<file path="src/sv/chv_pkg.sv">
// ----------------------------------------------------------------------------
// chv_pkg
// Shared types, offsets, codes and lookup functions of the cartridge
// header validator.
// ----------------------------------------------------------------------------
package chv_pkg;

  localparam int unsigned FileSizeW = 24;
  localparam int unsigned OfsW      = 9;
  localparam int unsigned KibW      = 13;

  localparam logic [OfsW-1:0] OFS_LOGO_FIRST = 9'h104;
  localparam logic [OfsW-1:0] OFS_LOGO_LAST  = 9'h133;
  localparam logic [OfsW-1:0] OFS_SUM_FIRST  = 9'h134;
  localparam logic [OfsW-1:0] OFS_SUM_LAST   = 9'h14C;
  localparam logic [OfsW-1:0] OFS_TYPE       = 9'h147;
  localparam logic [OfsW-1:0] OFS_SIZE       = 9'h148;
  localparam logic [OfsW-1:0] OFS_RAM        = 9'h149;
  localparam logic [OfsW-1:0] OFS_REGION     = 9'h14A;
  localparam logic [OfsW-1:0] OFS_VERSION    = 9'h14C;
  localparam logic [OfsW-1:0] OFS_CHECK      = 9'h14D;

  localparam logic [FileSizeW-1:0] FILE_SIZE_RST = '0;

  typedef enum logic [2:0] {
    ERR_OK       = 3'd0,
    ERR_LOGO     = 3'd1,
    ERR_SIZE     = 3'd2,
    ERR_TOO_BIG  = 3'd3,
    ERR_CHECKSUM = 3'd4
  } err_t;

  typedef enum logic [2:0] {
    MAP_PLAIN   = 3'd0,
    MAP_MBC1    = 3'd1,
    MAP_MBC2    = 3'd2,
    MAP_MMM01   = 3'd3,
    MAP_MBC3    = 3'd4,
    MAP_MBC4    = 3'd5,
    MAP_MBC5    = 3'd6,
    MAP_UNKNOWN = 3'd7
  } mapper_t;

  localparam logic [2:0] RAM_UNKNOWN    = 3'd4;
  localparam logic [1:0] REGION_UNKNOWN = 2'd2;

  typedef struct packed {
    logic [OfsW-1:0] byte_offset;
    logic [7:0]      byte_value;
  } in_t;

  typedef struct packed {
    logic            header_ok;
    logic [2:0]      error_code;
    logic [2:0]      mapper_kind;
    logic [KibW-1:0] rom_kib;
    logic [2:0]      ram_code;
    logic [1:0]      region_code;
    logic [7:0]      version_byte;
  } out_t;

  localparam logic [7:0] LOGO [48] = '{
    8'hCE, 8'hED, 8'h66, 8'h66, 8'hCC, 8'h0D, 8'h00, 8'h0B,
    8'h03, 8'h73, 8'h00, 8'h83, 8'h00, 8'h0C, 8'h00, 8'h0D,
    8'h00, 8'h08, 8'h11, 8'h1F, 8'h88, 8'h89, 8'h00, 8'h0E,
    8'hDC, 8'hCC, 8'h6E, 8'hE6, 8'hDD, 8'hDD, 8'hD9, 8'h99,
    8'hBB, 8'hBB, 8'h67, 8'h63, 8'h6E, 8'h0E, 8'hEC, 8'hCC,
    8'hDD, 8'hDC, 8'h99, 8'h9F, 8'hBB, 8'hB9, 8'h33, 8'h3E
  };

  function automatic logic [KibW-1:0] kib_of(input logic [7:0] code);
    logic [KibW-1:0] kib;
    kib = '0;
    case (code)
      8'h00: kib = 13'd32;
      8'h01: kib = 13'd64;
      8'h02: kib = 13'd128;
      8'h03: kib = 13'd256;
      8'h04: kib = 13'd512;
      8'h05: kib = 13'd1024;
      8'h06: kib = 13'd2048;
      8'h07: kib = 13'd4096;
      8'h52: kib = 13'd1152;
      8'h53: kib = 13'd1280;
      8'h54: kib = 13'd1536;
      default: kib = '0;
    endcase
    return kib;
  endfunction

  function automatic mapper_t mapper_of(input logic [7:0] t);
    mapper_t m;
    m = MAP_UNKNOWN;
    case (t)
      8'h00, 8'h08, 8'h09:                      m = MAP_PLAIN;
      8'h01, 8'h02, 8'h03:                      m = MAP_MBC1;
      8'h05, 8'h06:                             m = MAP_MBC2;
      8'h0B, 8'h0C, 8'h0D:                      m = MAP_MMM01;
      8'h0F, 8'h10, 8'h11, 8'h12, 8'h13:        m = MAP_MBC3;
      8'h15, 8'h16, 8'h17:                      m = MAP_MBC4;
      8'h19, 8'h1A, 8'h1B, 8'h1C, 8'h1D, 8'h1E: m = MAP_MBC5;
      default:                                  m = MAP_UNKNOWN;
    endcase
    return m;
  endfunction

endpackage

</file>
<file path="src/sv/chv_hdr_track.sv">
// ----------------------------------------------------------------------------
// chv_hdr_track
// Running header state: logo compare, checksum accumulation and captured
// fields; forms the verdict for the checksum byte and clears on it.
// ----------------------------------------------------------------------------
module chv_hdr_track
  import chv_pkg::*;
#(
  parameter int unsigned FILE_SIZE_W = FileSizeW
) (
  input  logic                   clk,
  input  logic                   rst_n,
  input  logic                   step,
  input  in_t                    item,
  input  logic [FILE_SIZE_W-1:0] file_size,
  output logic                   is_check,
  output out_t                   verdict
);

  logic       logo_match_r, logo_match_nxt;
  logic [7:0] checksum_acc_r, checksum_acc_nxt;
  logic [7:0] cart_type_r, cart_type_nxt;
  logic [7:0] size_code_r, size_code_nxt;
  logic [7:0] ram_size_code_r, ram_size_code_nxt;
  logic [7:0] region_byte_r, region_byte_nxt;
  logic [7:0] version_reg_r, version_reg_nxt;

  logic            in_logo;
  logic            in_sum;
  logic [5:0]      logo_ofs;
  logic [KibW-1:0] kib;
  logic [KibW+9:0] rom_bytes;
  logic            too_big;
  err_t            err;

  assign in_logo   = (item.byte_offset >= OFS_LOGO_FIRST) && (item.byte_offset <= OFS_LOGO_LAST);
  assign in_sum    = (item.byte_offset >= OFS_SUM_FIRST) && (item.byte_offset <= OFS_SUM_LAST);
  assign is_check  = (item.byte_offset == OFS_CHECK);
  assign logo_ofs  = 6'(item.byte_offset - OFS_LOGO_FIRST);
  assign kib       = kib_of(size_code_r);
  assign rom_bytes = {kib, 10'b0};

  generate
    if (FILE_SIZE_W > KibW + 10) begin : g_wide
      assign too_big = FILE_SIZE_W'(rom_bytes) < file_size;
    end else begin : g_narrow
      assign too_big = rom_bytes < (KibW + 10)'(file_size);
    end
  endgenerate

  always_comb begin
    if (!logo_match_r) begin
      err = ERR_LOGO;
    end else if (kib == '0) begin
      err = ERR_SIZE;
    end else if (too_big) begin
      err = ERR_TOO_BIG;
    end else if (item.byte_value != checksum_acc_r) begin
      err = ERR_CHECKSUM;
    end else begin
      err = ERR_OK;
    end
  end

  always_comb begin
    verdict.header_ok    = (err == ERR_OK);
    verdict.error_code   = err;
    verdict.mapper_kind  = mapper_of(cart_type_r);
    verdict.rom_kib      = kib;
    verdict.ram_code     = (ram_size_code_r > 8'd3) ? RAM_UNKNOWN : ram_size_code_r[2:0];
    verdict.region_code  = (region_byte_r > 8'd2) ? REGION_UNKNOWN : region_byte_r[1:0];
    verdict.version_byte = version_reg_r;
  end

  always_comb begin
    logo_match_nxt    = logo_match_r;
    checksum_acc_nxt  = checksum_acc_r;
    cart_type_nxt     = cart_type_r;
    size_code_nxt     = size_code_r;
    ram_size_code_nxt = ram_size_code_r;
    region_byte_nxt   = region_byte_r;
    version_reg_nxt   = version_reg_r;
    if (step) begin
      if (in_logo) begin
        if (LOGO[logo_ofs] != item.byte_value) begin
          logo_match_nxt = 1'b0;
        end
      end else if (in_sum) begin
        checksum_acc_nxt = checksum_acc_r - item.byte_value - 8'd1;
        case (item.byte_offset)
          OFS_TYPE:    cart_type_nxt     = item.byte_value;
          OFS_SIZE:    size_code_nxt     = item.byte_value;
          OFS_RAM:     ram_size_code_nxt = item.byte_value;
          OFS_REGION:  region_byte_nxt   = item.byte_value;
          OFS_VERSION: version_reg_nxt   = item.byte_value;
          default:     ;
        endcase
      end else if (is_check) begin
        logo_match_nxt    = 1'b1;
        checksum_acc_nxt  = '0;
        cart_type_nxt     = '0;
        size_code_nxt     = '0;
        ram_size_code_nxt = '0;
        region_byte_nxt   = '0;
        version_reg_nxt   = '0;
      end
    end
  end

  always_ff @(posedge clk) begin
    if (!rst_n) begin
      logo_match_r    <= 1'b1;
      checksum_acc_r  <= '0;
      cart_type_r     <= '0;
      size_code_r     <= '0;
      ram_size_code_r <= '0;
      region_byte_r   <= '0;
      version_reg_r   <= '0;
    end else begin
      logo_match_r    <= logo_match_nxt;
      checksum_acc_r  <= checksum_acc_nxt;
      cart_type_r     <= cart_type_nxt;
      size_code_r     <= size_code_nxt;
      ram_size_code_r <= ram_size_code_nxt;
      region_byte_r   <= region_byte_nxt;
      version_reg_r   <= version_reg_nxt;
    end
  end

endmodule

</file>
<file path="src/sv/cartridge_header_validator.sv">
// A verdict is registered when the checksum byte leaves the input register.
// Throughput: one byte per cycle while the result slot is free or drained;
// the single-pass update between input and result registers sets this rate.
// Reset (rst_n low, synchronous): pipeline empty, header state cleared,
// file_size 0.
// ----------------------------------------------------------------------------
// cartridge_header_validator
// Checks a cartridge image header streamed as offset-tagged bytes and
// emits one verdict per checksum byte.
// ----------------------------------------------------------------------------
module cartridge_header_validator
  import chv_pkg::*;
#(
  parameter int unsigned FILE_SIZE_W = FileSizeW
) (
  input  logic                   clk,
  input  logic                   rst_n,
  input  logic                   in_valid,
  output logic                   in_ready,
  input  in_t                    in_data,
  output logic                   out_valid,
  input  logic                   out_ready,
  output out_t                   out_data,
  input  logic                   cfg_wr_en,
  input  logic [FILE_SIZE_W-1:0] cfg_wr_data
);

  logic                   s1_valid_r, s1_valid_nxt;
  in_t                    s1_r;
  logic                   out_valid_r, out_valid_nxt;
  out_t                   out_r;
  logic [FILE_SIZE_W-1:0] file_size_r;
  logic                   s1_adv;
  logic                   is_check;
  out_t                   verdict;

  // advance the held byte when the result slot is free or being drained
  assign s1_adv   = s1_valid_r && (!out_valid_r || out_ready);
  assign in_ready = !s1_valid_r || s1_adv;

  assign s1_valid_nxt  = (in_valid && in_ready) || (s1_valid_r && !s1_adv);
  assign out_valid_nxt = (s1_adv && is_check) || (out_valid_r && !out_ready);

  chv_hdr_track #(
    .FILE_SIZE_W(FILE_SIZE_W)
  ) u_track (
    .clk      (clk),
    .rst_n    (rst_n),
    .step     (s1_adv),
    .item     (s1_r),
    .file_size(file_size_r),
    .is_check (is_check),
    .verdict  (verdict)
  );

  always_ff @(posedge clk) begin
    if (!rst_n) begin
      s1_valid_r  <= 1'b0;
      out_valid_r <= 1'b0;
      file_size_r <= FILE_SIZE_W'(FILE_SIZE_RST);
    end else begin
      s1_valid_r  <= s1_valid_nxt;
      out_valid_r <= out_valid_nxt;
      if (cfg_wr_en) begin
        file_size_r <= cfg_wr_data;
      end
    end
  end

  always_ff @(posedge clk) begin
    if (in_valid && in_ready) begin
      s1_r <= in_data;
    end
    if (s1_adv && is_check) begin
      out_r <= verdict;
    end
  end

  assign out_valid = out_valid_r;
  assign out_data  = out_r;

`ifndef ASSERT_OFF
  a_ok_matches_code: assert property (@(posedge clk) disable iff (!rst_n)
    out_valid_r |-> (out_r.header_ok == (out_r.error_code == ERR_OK)))
    else $error("header_ok disagrees with error_code");

  a_verdict_from_check: assert property (@(posedge clk) disable iff (!rst_n)
    $rose(out_valid_r) |-> $past(s1_adv && (s1_r.byte_offset == OFS_CHECK)))
    else $error("verdict without a checksum byte");

  a_hold_stalled_byte: assert property (@(posedge clk) disable iff (!rst_n)
    (s1_valid_r && !s1_adv) |=> (s1_valid_r && $stable(s1_r)))
    else $error("held byte lost while result slot busy");

  a_code_range: assert property (@(posedge clk) disable iff (!rst_n)
    out_valid_r |-> (out_r.error_code <= ERR_CHECKSUM))
    else $error("error_code out of range");
`endif

endmodule

</file>
<file path="config.mk">
export PLATFORM = sky130hd
export DESIGN_NAME = cartridge_header_validator
export DESIGN_NICKNAME = d
export VERILOG_FILES = /design/src/sv/chv_pkg.sv /design/src/sv/chv_hdr_track.sv /design/src/sv/cartridge_header_validator.sv
export SDC_FILE = /design/constraint.sdc
export NUM_CORES = 1
export LEC_CHECK = 0
export BUFFER_PORTS_ARGS = -buffer_cell sky130_fd_sc_hd__buf_2
export CORE_MARGIN = 4
export CORE_UTILIZATION = 40
export CTS_BUF_LIST = sky130_fd_sc_hd__clkbuf_4 sky130_fd_sc_hd__clkbuf_8
export CTS_CLUSTER_DIAMETER = 60
export CTS_CLUSTER_SIZE = 24
export DETAILED_ROUTE_END_ITERATION = 12
export PLACE_DENSITY = 0.58
export SYNTH_ARGS = -nofsm -noshare
export SYNTH_HDL_FRONTEND = slang
export SYNTH_SLANG_ARGS = --single-unit
export TNS_END_PERCENT = 100
</file>
<file path="constraint.sdc">
create_clock -name clk -period 2.7 [get_ports clk]
set_input_delay 0 -clock clk [delete_from_list [all_inputs] [get_ports clk]]
set_output_delay 0 -clock clk [all_outputs]
set_load 0.01 [all_outputs]
</file>
==> flow_metrics.tcl <==
set metrics [dict create \
    status "complete, but fails checks" \
    violations "negative setup slack" \
    peakVddDrop_v 0.000448 \
    maxCapViolations 0 \
    die_width_um 134 \
    start_util_pct 41.3 \
    synth_cell_types 68 \
    finalSetupTns_ns -0.00817 \
    clock_path_buffers 2 \
    clkTransAtPathRegs_ns 0.08 \
    rows 45 \
    synth_top_flop_cell "dfxtp_1" \
    maxSlewHeadroom_pct 26.4 \
    critPathLaunchType "flop" \
    finalNetCount 900 \
    ys_ff_latch 120 \
    hold_viol 0 \
    utilization_pct 54.0 \
    arrival_ns 3.00 \
    drtIter0Drc 450 \
    cts_buffers 17 \
    grt_util_all_layers_pct 18.0 \
    drive_gt1_share_pct 25.7 \
    period_needed_ns 2.71 \
    cp_data_required_time_ns 3.00 \
    multi_input_area_um2 3370 \
    grt_pass1_vias 5386 \
    yosysSeqAreaShare_pct 44.8 \
    path_class "reg2reg" \
    route.detailed.drc 0 \
    fin_crit_sh_pct 100 \
    min_path_type "in2reg" \
    dp_hpwl_um 11100 \
    port_buffers 75 \
    grt_pass1_wl_um 26300 \
    vias 5603 \
    firstDrtPassIters 5 \
    overflow 0 \
    fmax_mhz 369 \
    holdWs_ns 0.107 \
    setup_viol 2 \
    n_fill_cell 1417 \
    synth-edff-count 45 \
    synthToLayoutAreaGrowth_pct 30.8 \
    skew_ns 0.00981 \
    grt_max_degree 36 \
    seq_area_um2 2860 \
    cp_max_fo 3 \
    fp.dieH_um 134 \
    synthArstFlopShare_pct 0 \
    drt-wirelength-per-cell_um 15.6 \
    worst_pin_slew_ns 1.10 \
    rsz0062_at_grt "yes" \
    htreeDepth 4 \
    synth_area_um2 6370 \
    dieArea_um2 18000 \
    slew_viol_final 0 \
    cts_tree "built" \
    end_kind "flop" \
    globalplace.congestion 0.882 \
    pin_count 81 \
    dpl_worst_slack_ns -0.355 \
    core_area_um2 15400 \
    antennaDiodeCount 0 \
    syn_inst 676 \
    yosysWarnings 0 \
    antenna_found_initial 0 \
    clk_latency_ns 0.45 \
    cts_sinks 120 \
    ant_nets 0 \
    vias_per_cell 5.35 \
    cts_root_buffer "clkbuf_8" \
    total_power_mw 4.38 \
    drt_wl_total_um 16300 \
    avgSynthCellArea_um2 9.42 \
    powerDensity_nw_per_um2 526 \
    leakagePower_nw 3.42 \
    worst_slack_ns -0.00710 \
]
[critical path, stage by stage, from the launching register on]
cell and delay, ns:
dfxtp_4 0.37, nor2_4 0.13, buf_6 0.13, nand3_2 0.11
a2111oi_4 0.32, buf_4 0.17, ha_1 0.24, a21oi_2 0.15
o221ai_2 0.13, a2111oi_4 0.45, buf_4 0.18, nor3_2 0.04
o21ai_1 0.14
[state kept, by name, indices dropped and copies added (netlist names)]
signal                   flops
u_track.logo_match_r         1
u_track.checksum_acc_r       8
u_track.ram_size_code_r      8
u_track.version_reg_r        8
s1_r                        17
out_valid                    1
file_size_r                 24
s1_valid_r                   1
out_data                    28
u_track.region_byte_r        8
u_track.cart_type_r          8
u_track.size_code_r          8
[placed cells by master (no fill, tap or decap), types with 4 or more instances in the layout]
master and n:
a211o_1 4, a21boi_0 17, a21boi_1 5, a21o_1 5, a21oi_1 43, and2_1 6, and3_1 5, buf_2 75
buf_4 51, clkbuf_8 18, conb_1 5, dfxtp_1 71, dlygate4sd3_1 44, edfxtp_1 45, ha_1 29, inv_1 33
mux2i_1 25, nand2_1 23, nand2b_1 8, nand3_1 20, nand4_1 46, nor2_1 37, nor2b_1 20, nor2b_2 6
nor3_1 13, nor3b_1 4, nor4_1 5, o211ai_1 4, o21ai_0 52, or2_2 5, or3_1 4, xnor2_1 10
xor2_1 4
[synthesized netlist by cell type, types with 2 or more instances]
master	count	area share, %
nor4_1	8	0.79
nand2_1	24	1.4
edfxtp_1	45	21
a21boi_0	17	2.0
a41oi_1	2	0.27
inv_1	35	2.1
and3_1	6	0.59
xor2_1	4	0.55
xnor2_1	10	1.4
a211o_1	4	0.55
a21o_1	5	0.59
nor2_1	39	2.3
o221a_2	2	0.35
buf_4	10	1.2
nor3b_1	5	0.59
nand2b_1	8	0.79
nand4_1	46	4.5
o31ai_1	3	0.35
o2111ai_1	3	0.41
a221oi_1	2	0.27
clkbuf_1	29	1.7
and3b_1	2	0.27
mux2i_1	25	3.9
buf_2	7	0.55
ha_1	30	5.9
a32oi_1	2	0.27
a31oi_1	2	0.20
a21oi_1	45	3.5
o21a_1	2	0.24
buf_1	5	0.29
or3_1	5	0.49
o221ai_1	2	0.27
a21boi_1	5	0.59
dfxtp_1	75	24
o211ai_1	4	0.47
and2_1	6	0.59
nor3_1	15	1.2
or4b_2	2	0.31
a2111oi_0	3	0.41
or2_2	5	0.49
nand3_1	21	1.6
o21ai_0	55	4.3
nor2b_1	26	2.6
[through the flow]
step	cells	cell area, um^2
floorplan	680	6400
global placement	967	7220
detailed placement	967	7220
CTS	1044	8150
global route	1047	8340
finish	1047	8340
[area by class of cell]
cell class                      instances  area share (%)
Multi-Input combinational cell        474            40.4
Sequential cell                       120            34.3
Timing Repair Buffer                  175            15.4
Tap cell                              211            3.17
Clock buffer                           19            3.06
Clock inverter                         13            2.00
Inverter                               35            1.62
[final timing paths]
kind	depth (start not counted)	end	slack, ns	start
setup / recovery	12	out_data[29]$_DFFE_PP_	-0.007	u_track.size_code_r[5]$_SDFFE_PN0P_
hold / removal	3	u_track.checksum_acc_r[4]$_SDFFE_PN0P_	0.11	rst_n
setup reg to reg	12	out_data[29]$_DFFE_PP_	-0.007	u_track.size_code_r[5]$_SDFFE_PN0P_
hold reg to reg	0	out_data[2]$_DFFE_PP_	0.43	u_track.version_reg_r[2]$_SDFFE_PN0P_
[layer usage]
layer	share of wire [%]	global-route usage [%]	vias to the layer above	routed length, um
li1	-	-	2759	-
met2	49	30.0	157	8050
met4	1.6	6.17	0	259
met1	44	23.2	2663	7190
met5	0	0	-	0
met3	5.1	4.05	24	834
[cells by family after synthesis]
group	share of synthesized area (%)
flip-flops	44.8
AND/OR/NAND/NOR	19.9
other	0.0589
multiplexers	4.10
AO/OA/AOI/OAI	17.3
adder cells (fa/ha/maj)	6.21
XOR/XNOR	1.92
buffers and inverters	5.79
[what timing repair did]
action / 4_1_cts / 5_1_grt
hold endpoints to repair: 43 / 0
gates resized for setup: 11 / 38
hold buffers: 44 / 0
pin swaps: 3 / 18
setup buffers: 1 / 3
setup endpoints to repair: 4 / 34
[report_power, final]
part | leakage (nW) | total [mW] | switching, mW | internal [mW]
clock | 0.220 | 1.75 | 0.786 | 0.959
sequential | 1.08 | 1.96 | 0.0440 | 1.92
combinational | 2.12 | 0.679 | 0.363 | 0.316
Power figures use the tool's default switching activity.
